==> config.mk <==
export PLATFORM = sky130hd
export DESIGN_NAME = elf64_image_header_checker_core
export DESIGN_NICKNAME = d
export VERILOG_FILES = /design/src/sv/elfhc_pkg.sv /design/src/sv/elfhc_hdr_check.sv /design/src/sv/elfhc_seg_check.sv /design/src/sv/elf64_image_header_checker_core.sv
export SDC_FILE = /design/constraint.sdc
export NUM_CORES = 2
export LEC_CHECK = 0
export ABC_CLOCK_PERIOD_IN_PS = 58800
export BUFFER_PORTS_ARGS = -buffer_cell sky130_fd_sc_hd__buf_2
export CORE_ASPECT_RATIO = 0.5
export CORE_MARGIN = 2
export CORE_UTILIZATION = 60
export DETAILED_ROUTE_END_ITERATION = 16
export PLACE_DENSITY = 0.83
export SLEW_MARGIN = 20
export SYNTH_ARGS = -nofsm -noshare
export SYNTH_HDL_FRONTEND = slang
export SYNTH_HIERARCHICAL = 1
export SYNTH_SLANG_ARGS = --single-unit
==> constraint.sdc <==
create_clock -name i_clk -period 58.8 [get_ports i_clk]
set_clock_uncertainty 0.2 [all_clocks]
set_input_delay 2.94 -clock i_clk [delete_from_list [all_inputs] [get_ports i_clk]]
set_output_delay 2.94 -clock i_clk [all_outputs]
set_load 0.01 [all_outputs]
==> src/sv/elfhc_pkg.sv <==
package elfhc_pkg;

    // status codes
    localparam logic [3:0] ST_OK          = 4'd0;
    localparam logic [3:0] ST_TOO_SMALL   = 4'd1;
    localparam logic [3:0] ST_MAGIC       = 4'd2;
    localparam logic [3:0] ST_CLASS       = 4'd3;
    localparam logic [3:0] ST_ENCODING    = 4'd4;
    localparam logic [3:0] ST_VERSION     = 4'd5;
    localparam logic [3:0] ST_MACHINE     = 4'd6;
    localparam logic [3:0] ST_TYPE        = 4'd7;
    localparam logic [3:0] ST_HDR_SIZE    = 4'd8;
    localparam logic [3:0] ST_ENTRY_SIZE  = 4'd9;
    localparam logic [3:0] ST_TABLE_BNDS  = 4'd10;
    localparam logic [3:0] ST_SEG_BNDS    = 4'd11;
    localparam logic [3:0] ST_OVERFLOW    = 4'd12;
    localparam logic [3:0] ST_ADDR_WINDOW = 4'd13;
    localparam logic [3:0] ST_NO_LOADABLE = 4'd14;
    localparam logic [3:0] ST_NOT_EXEC    = 4'd15;

    // item kinds
    localparam logic KIND_HEADER = 1'b0;
    localparam logic KIND_ENTRY  = 1'b1;

    // header field values
    localparam logic [31:0] MAGIC_WORD   = 32'h464C_457F;
    localparam logic [7:0]  CLASS_64     = 8'd2;
    localparam logic [7:0]  DATA_LSB     = 8'd1;
    localparam logic [7:0]  IDENT_VER    = 8'd1;
    localparam logic [31:0] OBJ_VER      = 32'd1;
    localparam logic [15:0] MACHINE_X64  = 16'h003E;
    localparam logic [15:0] TYPE_EXEC    = 16'd2;
    localparam logic [15:0] HDR_BYTES    = 16'd64;
    localparam logic [15:0] PH_BYTES     = 16'd56;
    localparam logic [31:0] SEG_LOAD     = 32'd1;

    // user address window
    localparam logic [63:0] USER_LOW_LIMIT  = 64'h0000_0000_0000_1000;
    localparam logic [63:0] USER_HIGH_LIMIT = 64'h0000_8000_0000_0000;

    typedef struct packed {
        logic [3:0] status;
        logic       exec_hit;
    } t_seg_result;

endpackage

==> src/sv/elfhc_hdr_check.sv <==
module elfhc_hdr_check (
    input  logic [55:0] i_ident_bytes,
    input  logic [31:0] i_version,
    input  logic [63:0] i_ids,
    input  logic [15:0] i_count,
    input  logic [63:0] i_image_size,
    input  logic [63:0] i_offset,
    output logic [3:0]  o_status
);

    logic [21:0] table_bytes;
    logic [64:0] table_end;

    // count * 56 as shifted adds
    assign table_bytes = {1'b0, i_count, 5'b0} + {2'b0, i_count, 4'b0} + {3'b0, i_count, 3'b0};
    assign table_end   = {1'b0, i_offset} + {43'b0, table_bytes};

    always_comb begin
        priority if (i_image_size < {48'b0, elfhc_pkg::HDR_BYTES}) begin
            o_status = elfhc_pkg::ST_TOO_SMALL;
        end else if (i_ident_bytes[31:0] != elfhc_pkg::MAGIC_WORD) begin
            o_status = elfhc_pkg::ST_MAGIC;
        end else if (i_ident_bytes[39:32] != elfhc_pkg::CLASS_64) begin
            o_status = elfhc_pkg::ST_CLASS;
        end else if (i_ident_bytes[47:40] != elfhc_pkg::DATA_LSB) begin
            o_status = elfhc_pkg::ST_ENCODING;
        end else if (i_ident_bytes[55:48] != elfhc_pkg::IDENT_VER
                     || i_version != elfhc_pkg::OBJ_VER) begin
            o_status = elfhc_pkg::ST_VERSION;
        end else if (i_ids[63:48] != elfhc_pkg::MACHINE_X64) begin
            o_status = elfhc_pkg::ST_MACHINE;
        end else if (i_ids[47:32] != elfhc_pkg::TYPE_EXEC) begin
            o_status = elfhc_pkg::ST_TYPE;
        end else if (i_ids[31:16] != elfhc_pkg::HDR_BYTES) begin
            o_status = elfhc_pkg::ST_HDR_SIZE;
        end else if (i_ids[15:0] != elfhc_pkg::PH_BYTES) begin
            o_status = elfhc_pkg::ST_ENTRY_SIZE;
        end else if (i_count == 16'd0) begin
            o_status = elfhc_pkg::ST_NO_LOADABLE;
        end else if (table_end[64] || table_end[63:0] > i_image_size) begin
            o_status = elfhc_pkg::ST_TABLE_BNDS;
        end else begin
            o_status = elfhc_pkg::ST_OK;
        end
    end

endmodule

==> src/sv/elfhc_seg_check.sv <==
module elfhc_seg_check (
    input  logic [63:0]            i_offset,
    input  logic [63:0]            i_address,
    input  logic                   i_exec_flag,
    input  logic [63:0]            i_file_length,
    input  logic [63:0]            i_mem_length,
    input  logic [63:0]            i_image_length,
    input  logic [63:0]            i_entry_point,
    output elfhc_pkg::t_seg_result o_result
);

    logic [64:0] file_range_end;
    logic [64:0] mem_end;

    assign file_range_end = {1'b0, i_offset} + {1'b0, i_file_length};
    assign mem_end        = {1'b0, i_address} + {1'b0, i_mem_length};

    always_comb begin
        o_result.exec_hit = 1'b0;
        priority if (file_range_end[64] || file_range_end[63:0] > i_image_length) begin
            o_result.status = elfhc_pkg::ST_SEG_BNDS;
        end else if (i_mem_length < i_file_length || mem_end[64]) begin
            o_result.status = elfhc_pkg::ST_OVERFLOW;
        end else if (i_address < elfhc_pkg::USER_LOW_LIMIT
                     || mem_end[63:0] > elfhc_pkg::USER_HIGH_LIMIT) begin
            o_result.status = elfhc_pkg::ST_ADDR_WINDOW;
        end else begin
            o_result.status   = elfhc_pkg::ST_OK;
            // entry point inside an executable segment
            o_result.exec_hit = i_exec_flag && i_entry_point >= i_address
                                && i_entry_point < mem_end[63:0];
        end
    end

endmodule

==> src/sv/elf64_image_header_checker_core.sv <==
// ELF64 x86-64 image header checker. Feed one header word (kind 0) and then
// count program header words (kind 1); a failing header returns its status
// word at once, otherwise the last program header word returns the final
// status (first error seen, else no loadable segment, else entry point not
// executable, else ok). Program header words with no open check are dropped
// silently, and a new header abandons any open check without a result. The
// block takes one word per cycle, unless a word is held back as below, and
// registers each status in a result register that drives the result port:
// an input register and a result register bracket the 64-bit add and compare
// logic, and the running check state is updated as the word leaves the input
// register, so the next word sees it.
// A word that produces a status waits in the input register, holding off new
// words, for as long as an earlier status sits unaccepted in the result
// register; words that produce nothing never wait.
module elf64_image_header_checker_core (
    input  logic        i_clk,
    input  logic        i_rst_n,
    // input channel
    input  logic        i_valid,
    output logic        o_ready,
    input  logic        i_kind,
    input  logic [55:0] i_ident_bytes,
    input  logic [31:0] i_version,
    input  logic [63:0] i_ids,
    input  logic [15:0] i_count,
    input  logic [63:0] i_image_size,
    input  logic [63:0] i_offset,
    input  logic [63:0] i_address,
    input  logic [31:0] i_seg_type,
    input  logic [31:0] i_seg_flags,
    input  logic [63:0] i_file_length,
    input  logic [63:0] i_mem_length,
    // result channel
    output logic        o_valid,
    input  logic        i_ready,
    output logic [3:0]  o_status
);

    // input register
    logic        r_in_valid;
    logic        r_kind;
    logic [55:0] r_ident_bytes;
    logic [31:0] r_version;
    logic [63:0] r_ids;
    logic [15:0] r_count;
    logic [63:0] r_image_size;
    logic [63:0] r_offset;
    logic [63:0] r_address;
    logic [31:0] r_seg_type;
    logic        r_exec_flag;
    logic [63:0] r_file_length;
    logic [63:0] r_mem_length;

    // check state
    logic        r_check_open,  n_check_open;
    logic [15:0] r_entries_left, n_entries_left;
    logic        r_saw_loadable, n_saw_loadable;
    logic        r_entry_in_exec, n_entry_in_exec;
    logic        r_error_seen,  n_error_seen;
    logic [3:0]  r_first_error, n_first_error;
    logic [63:0] r_entry_point, n_entry_point;
    logic [63:0] r_image_length, n_image_length;

    // result register
    logic        r_out_valid;
    logic [3:0]  r_status;

    logic                   in_accept;
    logic                   out_free;
    logic                   advance;
    logic                   emit;
    logic [3:0]             emit_status;
    logic [3:0]             hdr_status;
    elfhc_pkg::t_seg_result seg_result;

    elfhc_hdr_check u_hdr_check (
        .i_ident_bytes (r_ident_bytes),
        .i_version     (r_version),
        .i_ids         (r_ids),
        .i_count       (r_count),
        .i_image_size  (r_image_size),
        .i_offset      (r_offset),
        .o_status      (hdr_status)
    );

    elfhc_seg_check u_seg_check (
        .i_offset       (r_offset),
        .i_address      (r_address),
        .i_exec_flag    (r_exec_flag),
        .i_file_length  (r_file_length),
        .i_mem_length   (r_mem_length),
        .i_image_length (r_image_length),
        .i_entry_point  (r_entry_point),
        .o_result       (seg_result)
    );

    // next check state and the status this word produces, if any
    always_comb begin
        n_check_open    = r_check_open;
        n_entries_left  = r_entries_left;
        n_saw_loadable  = r_saw_loadable;
        n_entry_in_exec = r_entry_in_exec;
        n_error_seen    = r_error_seen;
        n_first_error   = r_first_error;
        n_entry_point   = r_entry_point;
        n_image_length  = r_image_length;
        emit            = 1'b0;
        emit_status     = hdr_status;

        if (r_kind == elfhc_pkg::KIND_HEADER) begin
            // a header always starts over
            n_saw_loadable  = 1'b0;
            n_entry_in_exec = 1'b0;
            n_error_seen    = 1'b0;
            n_first_error   = elfhc_pkg::ST_OK;
            n_entry_point   = r_address;
            n_image_length  = r_image_size;
            n_entries_left  = r_count;
            n_check_open    = (hdr_status == elfhc_pkg::ST_OK);
            emit            = (hdr_status != elfhc_pkg::ST_OK);
            emit_status     = hdr_status;
        end else if (r_check_open) begin
            if (r_seg_type == elfhc_pkg::SEG_LOAD && !r_error_seen) begin
                n_saw_loadable = 1'b1;
                if (seg_result.status != elfhc_pkg::ST_OK) begin
                    n_error_seen  = 1'b1;
                    n_first_error = seg_result.status;
                end else if (seg_result.exec_hit) begin
                    n_entry_in_exec = 1'b1;
                end
            end
            n_entries_left = r_entries_left - 16'd1;
            if (n_entries_left == 16'd0) begin
                // last program header closes the check
                n_check_open = 1'b0;
                emit         = 1'b1;
                priority if (n_error_seen) begin
                    emit_status = n_first_error;
                end else if (!n_saw_loadable) begin
                    emit_status = elfhc_pkg::ST_NO_LOADABLE;
                end else if (!n_entry_in_exec) begin
                    emit_status = elfhc_pkg::ST_NOT_EXEC;
                end else begin
                    emit_status = elfhc_pkg::ST_OK;
                end
            end
        end
    end

    // the staged word moves on unless its status has nowhere to go
    assign out_free  = !r_out_valid || i_ready;
    assign advance   = r_in_valid && (!emit || out_free);
    assign o_ready   = !r_in_valid || advance;
    assign in_accept = i_valid && o_ready;

    always_ff @(posedge i_clk) begin
        if (!i_rst_n) begin
            r_in_valid <= 1'b0;
        end else if (in_accept) begin
            r_in_valid <= 1'b1;
        end else if (advance) begin
            r_in_valid <= 1'b0;
        end
    end

    always_ff @(posedge i_clk) begin
        if (in_accept) begin
            r_kind        <= i_kind;
            r_ident_bytes <= i_ident_bytes;
            r_version     <= i_version;
            r_ids         <= i_ids;
            r_count       <= i_count;
            r_image_size  <= i_image_size;
            r_offset      <= i_offset;
            r_address     <= i_address;
            r_seg_type    <= i_seg_type;
            r_exec_flag   <= i_seg_flags[0];
            r_file_length <= i_file_length;
            r_mem_length  <= i_mem_length;
        end
    end

    always_ff @(posedge i_clk) begin
        if (!i_rst_n) begin
            r_check_open    <= 1'b0;
            r_entries_left  <= 16'd0;
            r_saw_loadable  <= 1'b0;
            r_entry_in_exec <= 1'b0;
            r_error_seen    <= 1'b0;
            r_first_error   <= elfhc_pkg::ST_OK;
            r_entry_point   <= 64'd0;
            r_image_length  <= 64'd0;
        end else if (advance) begin
            r_check_open    <= n_check_open;
            r_entries_left  <= n_entries_left;
            r_saw_loadable  <= n_saw_loadable;
            r_entry_in_exec <= n_entry_in_exec;
            r_error_seen    <= n_error_seen;
            r_first_error   <= n_first_error;
            r_entry_point   <= n_entry_point;
            r_image_length  <= n_image_length;
        end
    end

    // result register
    always_ff @(posedge i_clk) begin
        if (!i_rst_n) begin
            r_out_valid <= 1'b0;
        end else if (advance && emit) begin
            r_out_valid <= 1'b1;
        end else if (i_ready) begin
            r_out_valid <= 1'b0;
        end
    end

    always_ff @(posedge i_clk) begin
        if (advance && emit) begin
            r_status <= emit_status;
        end
    end

    assign o_valid  = r_out_valid;
    assign o_status = r_status;

    // an open check always has program headers still to come
    a_open_has_entries : assert property (@(posedge i_clk) disable iff (!i_rst_n)
        r_check_open |-> r_entries_left != 16'd0)
        else $error("check open with no entries left");

    // only segment failures are ever kept as the first error
    a_first_error_kind : assert property (@(posedge i_clk) disable iff (!i_rst_n)
        r_error_seen |-> (r_first_error == elfhc_pkg::ST_SEG_BNDS
                          || r_first_error == elfhc_pkg::ST_OVERFLOW
                          || r_first_error == elfhc_pkg::ST_ADDR_WINDOW))
        else $error("kept error is not a segment error");

    // no kept error code without the error flag
    a_first_error_clear : assert property (@(posedge i_clk) disable iff (!i_rst_n)
        !r_error_seen |-> r_first_error == elfhc_pkg::ST_OK)
        else $error("stale first error");

    // a staged status word never overwrites one that is still waiting
    a_no_overwrite : assert property (@(posedge i_clk) disable iff (!i_rst_n)
        (r_out_valid && !i_ready) |=> $stable(r_status))
        else $error("pending status overwritten");

endmodule
==> run metrics <==
total power per unit cell area=roughly 27 mW/mm²; status=complete, no violations; kind of capture point of the worst setup path=primary output; Final Max Tran Viols=0; Static Leak=a little over 20 nW; pin count of the biggest net entering global routing=197; top-level I/O count=roughly 560; ratio of final minimum period to clock period=0.1974; cell count after placement=~5,500; crit start category=flip-flop; area of the mapped netlist=approximately 0.042 mm²; critical-path cell with the highest stage delay=sky130_fd_sc_hd__a21oi_4; Synth Net Count=5,231; share of final-layout standard cells stronger than drive strength 1=0.1503; htree depth=2; critical path class=reg -> out; die outline area=0.07204 mm²; Min Clock Period, post-route=approximately 12,000 ps; RSZ-0062 raised after global routing=no; clock root buffer=sky130_fd_sc_hd__clkbuf_16; Worst Path Max Fanout=21; Max-Cap Viols=0; Total Routing Usage GR=0.3406; Layout area overhead=13.57%; Async SR Flop Fraction=0; count of port buffers added during placement=531; wire length of the first global-routing pass=between 150,000 and 200,000 µm; simple-gate share of the synthesized area=0.1540; horizontal die dimension=~380 µm; Detail Route Antenna Nets=0; initial standard-cell utilization of the core=0.6068; post-CTS resize count=0; CTS Buf Count=60; final cell count without fillers=between 5,000 and 6,000; clock tree sinks=roughly 700; via-per-instance ratio=a little over 6; number of enable flip-flop cells after synthesis=between 500 and 600; WL final=around 130,000 µm; delay of the slowest cell on the worst path=approximately 710 ps; arithmetic-cell share of the synthesized area counting full adders, half adders and majority gates=0.1592; maximum count of clock buffers along a single path=3; TritonCTS clock tree=done; Setup Buffers After CTS=0; flip-flop cell with the highest count after synthesis=sky130_fd_sc_hd__edfxtp_1; worst vdd ir=0.00002703 V; clock slew at reported path FFs=~70 ps; final-report hold violation count=0; Setup Viol. Count Final=0; Syn Inst Count=4,161; relative max-transition margin=0.2252; area of the core=about 0.07 mm²; mux share of post-synthesis cell area=0.003287; Required @ worst endpoint=roughly 56,000 ps; via count of the routed design=between 30,000 and 40,000; antenna violations before repair=32; number of global-route vias before repair=about 33,000; DPL Wire Length=roughly 100,000 µm; setup slack of the worst register-to-register path=approximately 48,000 ps; slew at the pin closest to its max-slew limit=about 1200 ps; fillcell total=about 5,200; final total negative setup slack=0 ps; Achievable Freq=86.16 MHz; XOR/XNOR Fraction of Synth Area=0.03198; Post-CTS Hold Buffers=0; complex-gate fraction of the synthesized area=0.1559; critical path's most frequent cell=sky130_fd_sc_hd__inv_1; DRC errors left=0; dominant combinational cell family by area after synthesis=adder cells; worst endpoint data arrival time=approximately 8500 ps; proportion of synthesized chip area in sequential cells=0.4509; clock latency on the worst-skew pair=690 ps; count of standard-cell rows=around 70; mean post-synth cell area=about 10 µm²; initial drt markers=3,805; Syn. warnings=6; number of distinct standard cells referenced by the synthesized netlist=113; kind of path behind the tightest hold check=reg -> reg; global placer's final weighted congestion=about 1.0; flops & latches, synth=680; gr ovfl total=0; die outline height=between 150 and 200 µm; average wire length per cell after detail routing=about 22 µm; number of iterations in the first detailed-routing pass=6; total number of nets in the final design=roughly 5,700
-- worst max-delay path, delay by kind of cell (launching register included) --
kind,cells,cell delay [ps]
xor gates and xnor gates,1,140
adders and majority gates,5,1850
and+or+nand+nor,8,2240
buffers and inverters,5,530
DFF,1,520
AOI/OAI and AO/OA,8,2470
-- layout by cell type (no fill, tap or decap), types with 29 or more instances in the layout --
| master | instances |
|---|---|
| sky130_fd_sc_hd__nand2_1 | 497 |
| sky130_fd_sc_hd__xor2_1 | 78 |
| sky130_fd_sc_hd__nor4_1 | 76 |
| sky130_fd_sc_hd__a211oi_1 | 34 |
| sky130_fd_sc_hd__nor2b_1 | 49 |
| sky130_fd_sc_hd__ha_1 | 480 |
| sky130_fd_sc_hd__diode_2 | 29 |
| sky130_fd_sc_hd__clkbuf_16 | 62 |
| sky130_fd_sc_hd__nor3_1 | 69 |
| sky130_fd_sc_hd__a21oi_1 | 427 |
| sky130_fd_sc_hd__buf_2 | 531 |
| sky130_fd_sc_hd__xnor2_1 | 73 |
| sky130_fd_sc_hd__nand2b_1 | 37 |
| sky130_fd_sc_hd__inv_1 | 376 |
| sky130_fd_sc_hd__nand4_1 | 120 |
| sky130_fd_sc_hd__edfxtp_1 | 526 |
| sky130_fd_sc_hd__nor2_1 | 183 |
| sky130_fd_sc_hd__o211ai_1 | 34 |
| sky130_fd_sc_hd__fa_1 | 33 |
| sky130_fd_sc_hd__o21ai_0 | 177 |
| sky130_fd_sc_hd__a21o_1 | 114 |
| sky130_fd_sc_hd__dfxtp_1 | 154 |
| sky130_fd_sc_hd__nand3_1 | 69 |
-- kinds of logic (layout without fill, tap and decap cells) --
logic type | after synthesis | in the layout
AO/OA/AOI/OAI | 1036 | 1036
XOR/XNOR | 152 | 152
adder cells (fa/ha/maj) | 513 | 513
buffers and inverters | 489 | 1032
other | 0 | 29
multiplexers | 13 | 13
AND/OR/NAND/NOR | 1278 | 1278
flip-flops | 680 | 680
-- per-stage QoR --
step	power (mW)	utilization	area (µm²)	hold WS [ps]	worst slack, ps
after floorplan	0.7923	-	41870	236.3	28250
after global placement	0.8598	0.6577	45380	243.3	48220
after detailed placement	0.8728	0.6577	45380	248.2	48090
after CTS	1.290	0.6881	47480	257.4	47330
after global routing	1.350	0.6891	47550	272.7	46820
final	1.295	0.6891	47550	256.6	47190
-- flip-flops by register name (all words and copies together), names as in the netlist, 4 cells and up --
register	count
r_address	64
r_entry_point	64
r_file_length	64
r_ids	64
r_image_length	64
r_image_size	64
r_mem_length	64
r_offset	64
r_ident_bytes	56
r_seg_type	32
r_version	32
r_count	16
r_entries_left	16
o_status	4
r_first_error	4
-- worst paths after layout --
path | from | endpoint | cells past startpoint
max | r_count[0]$_DFFE_PP_ | o_ready | 27
min | r_image_length[56]$_SDFFE_PN0P_ | r_image_length[56]$_SDFFE_PN0P_ | 2
max reg2reg | r_count[0]$_DFFE_PP_ | r_address[34]$_DFFE_PP_ | 29
min reg2reg | r_image_length[56]$_SDFFE_PN0P_ | r_image_length[56]$_SDFFE_PN0P_ | 2
-- routing by layer --
layer	wire length (µm)	global-route usage	share of wire	up-vias
met3	12110	0.06151	0.096	285
met5	27	0	0.00021	-
met1	51830	0.4679	0.41	16527
met2	56330	0.5329	0.45	1748
met4	5392	0.1448	0.043	4
li1	-	-	-	16317
-- synth_stat cells, types with 14 or more instances --
master	count	area, µm²
sky130_fd_sc_hd__edfxtp_1	526	15800
sky130_fd_sc_hd__nand2_1	497	1866
sky130_fd_sc_hd__ha_1	480	6006
sky130_fd_sc_hd__a21oi_1	427	2137
sky130_fd_sc_hd__inv_1	376	1411
sky130_fd_sc_hd__nor2_1	183	686.9
sky130_fd_sc_hd__o21ai_0	178	890.9
sky130_fd_sc_hd__dfxtp_1	154	3083
sky130_fd_sc_hd__nand4_1	120	750.7
sky130_fd_sc_hd__a21o_1	114	855.8
sky130_fd_sc_hd__clkbuf_1	97	364.1
sky130_fd_sc_hd__xor2_1	78	683.2
sky130_fd_sc_hd__nor4_1	76	475.5
sky130_fd_sc_hd__xnor2_1	73	639.4
sky130_fd_sc_hd__nand3_1	70	350.3
sky130_fd_sc_hd__nor3_1	69	345.3
sky130_fd_sc_hd__nor2b_1	50	312.8
sky130_fd_sc_hd__nand2b_1	37	231.5
sky130_fd_sc_hd__a211oi_1	34	255.2
sky130_fd_sc_hd__o211ai_1	34	255.2
sky130_fd_sc_hd__fa_1	33	660.6
sky130_fd_sc_hd__and3_1	28	175.2
sky130_fd_sc_hd__o21a_1	27	202.7
sky130_fd_sc_hd__or3_1	24	150.1
sky130_fd_sc_hd__a31oi_1	21	131.4
sky130_fd_sc_hd__o21ai_1	20	100.1
sky130_fd_sc_hd__o21bai_1	20	150.1
sky130_fd_sc_hd__nor4b_1	16	140.1
sky130_fd_sc_hd__or4_1	14	105.1
-- cell type report --
class | count | area [µm²] | area share
diodes | 29 | 72.57 | 0.001526
clock buffers | 82 | 1697 | 0.03568
clock inverters | 32 | 399.1 | 0.008394
inverters | 377 | 1420 | 0.02987
multi-input cells | 2992 | 21140 | 0.4447
flip-flops and latches | 680 | 18880 | 0.3970
well taps | 945 | 1182 | 0.02487
repair buffers | 541 | 2758 | 0.05799
-- power breakdown --
group | switching (mW) | total [mW] | internal (mW) | leakage [nW]
Clock | 0.187 | 0.421 | 0.234 | 1.01
Combinational | 0.181 | 0.304 | 0.123 | 12.8
Sequential | 0.0250 | 0.571 | 0.546 | 6.39
Total | 0.393 | 1.30 | 0.903 | 20.2
Power figures use the tool's default switching activity.
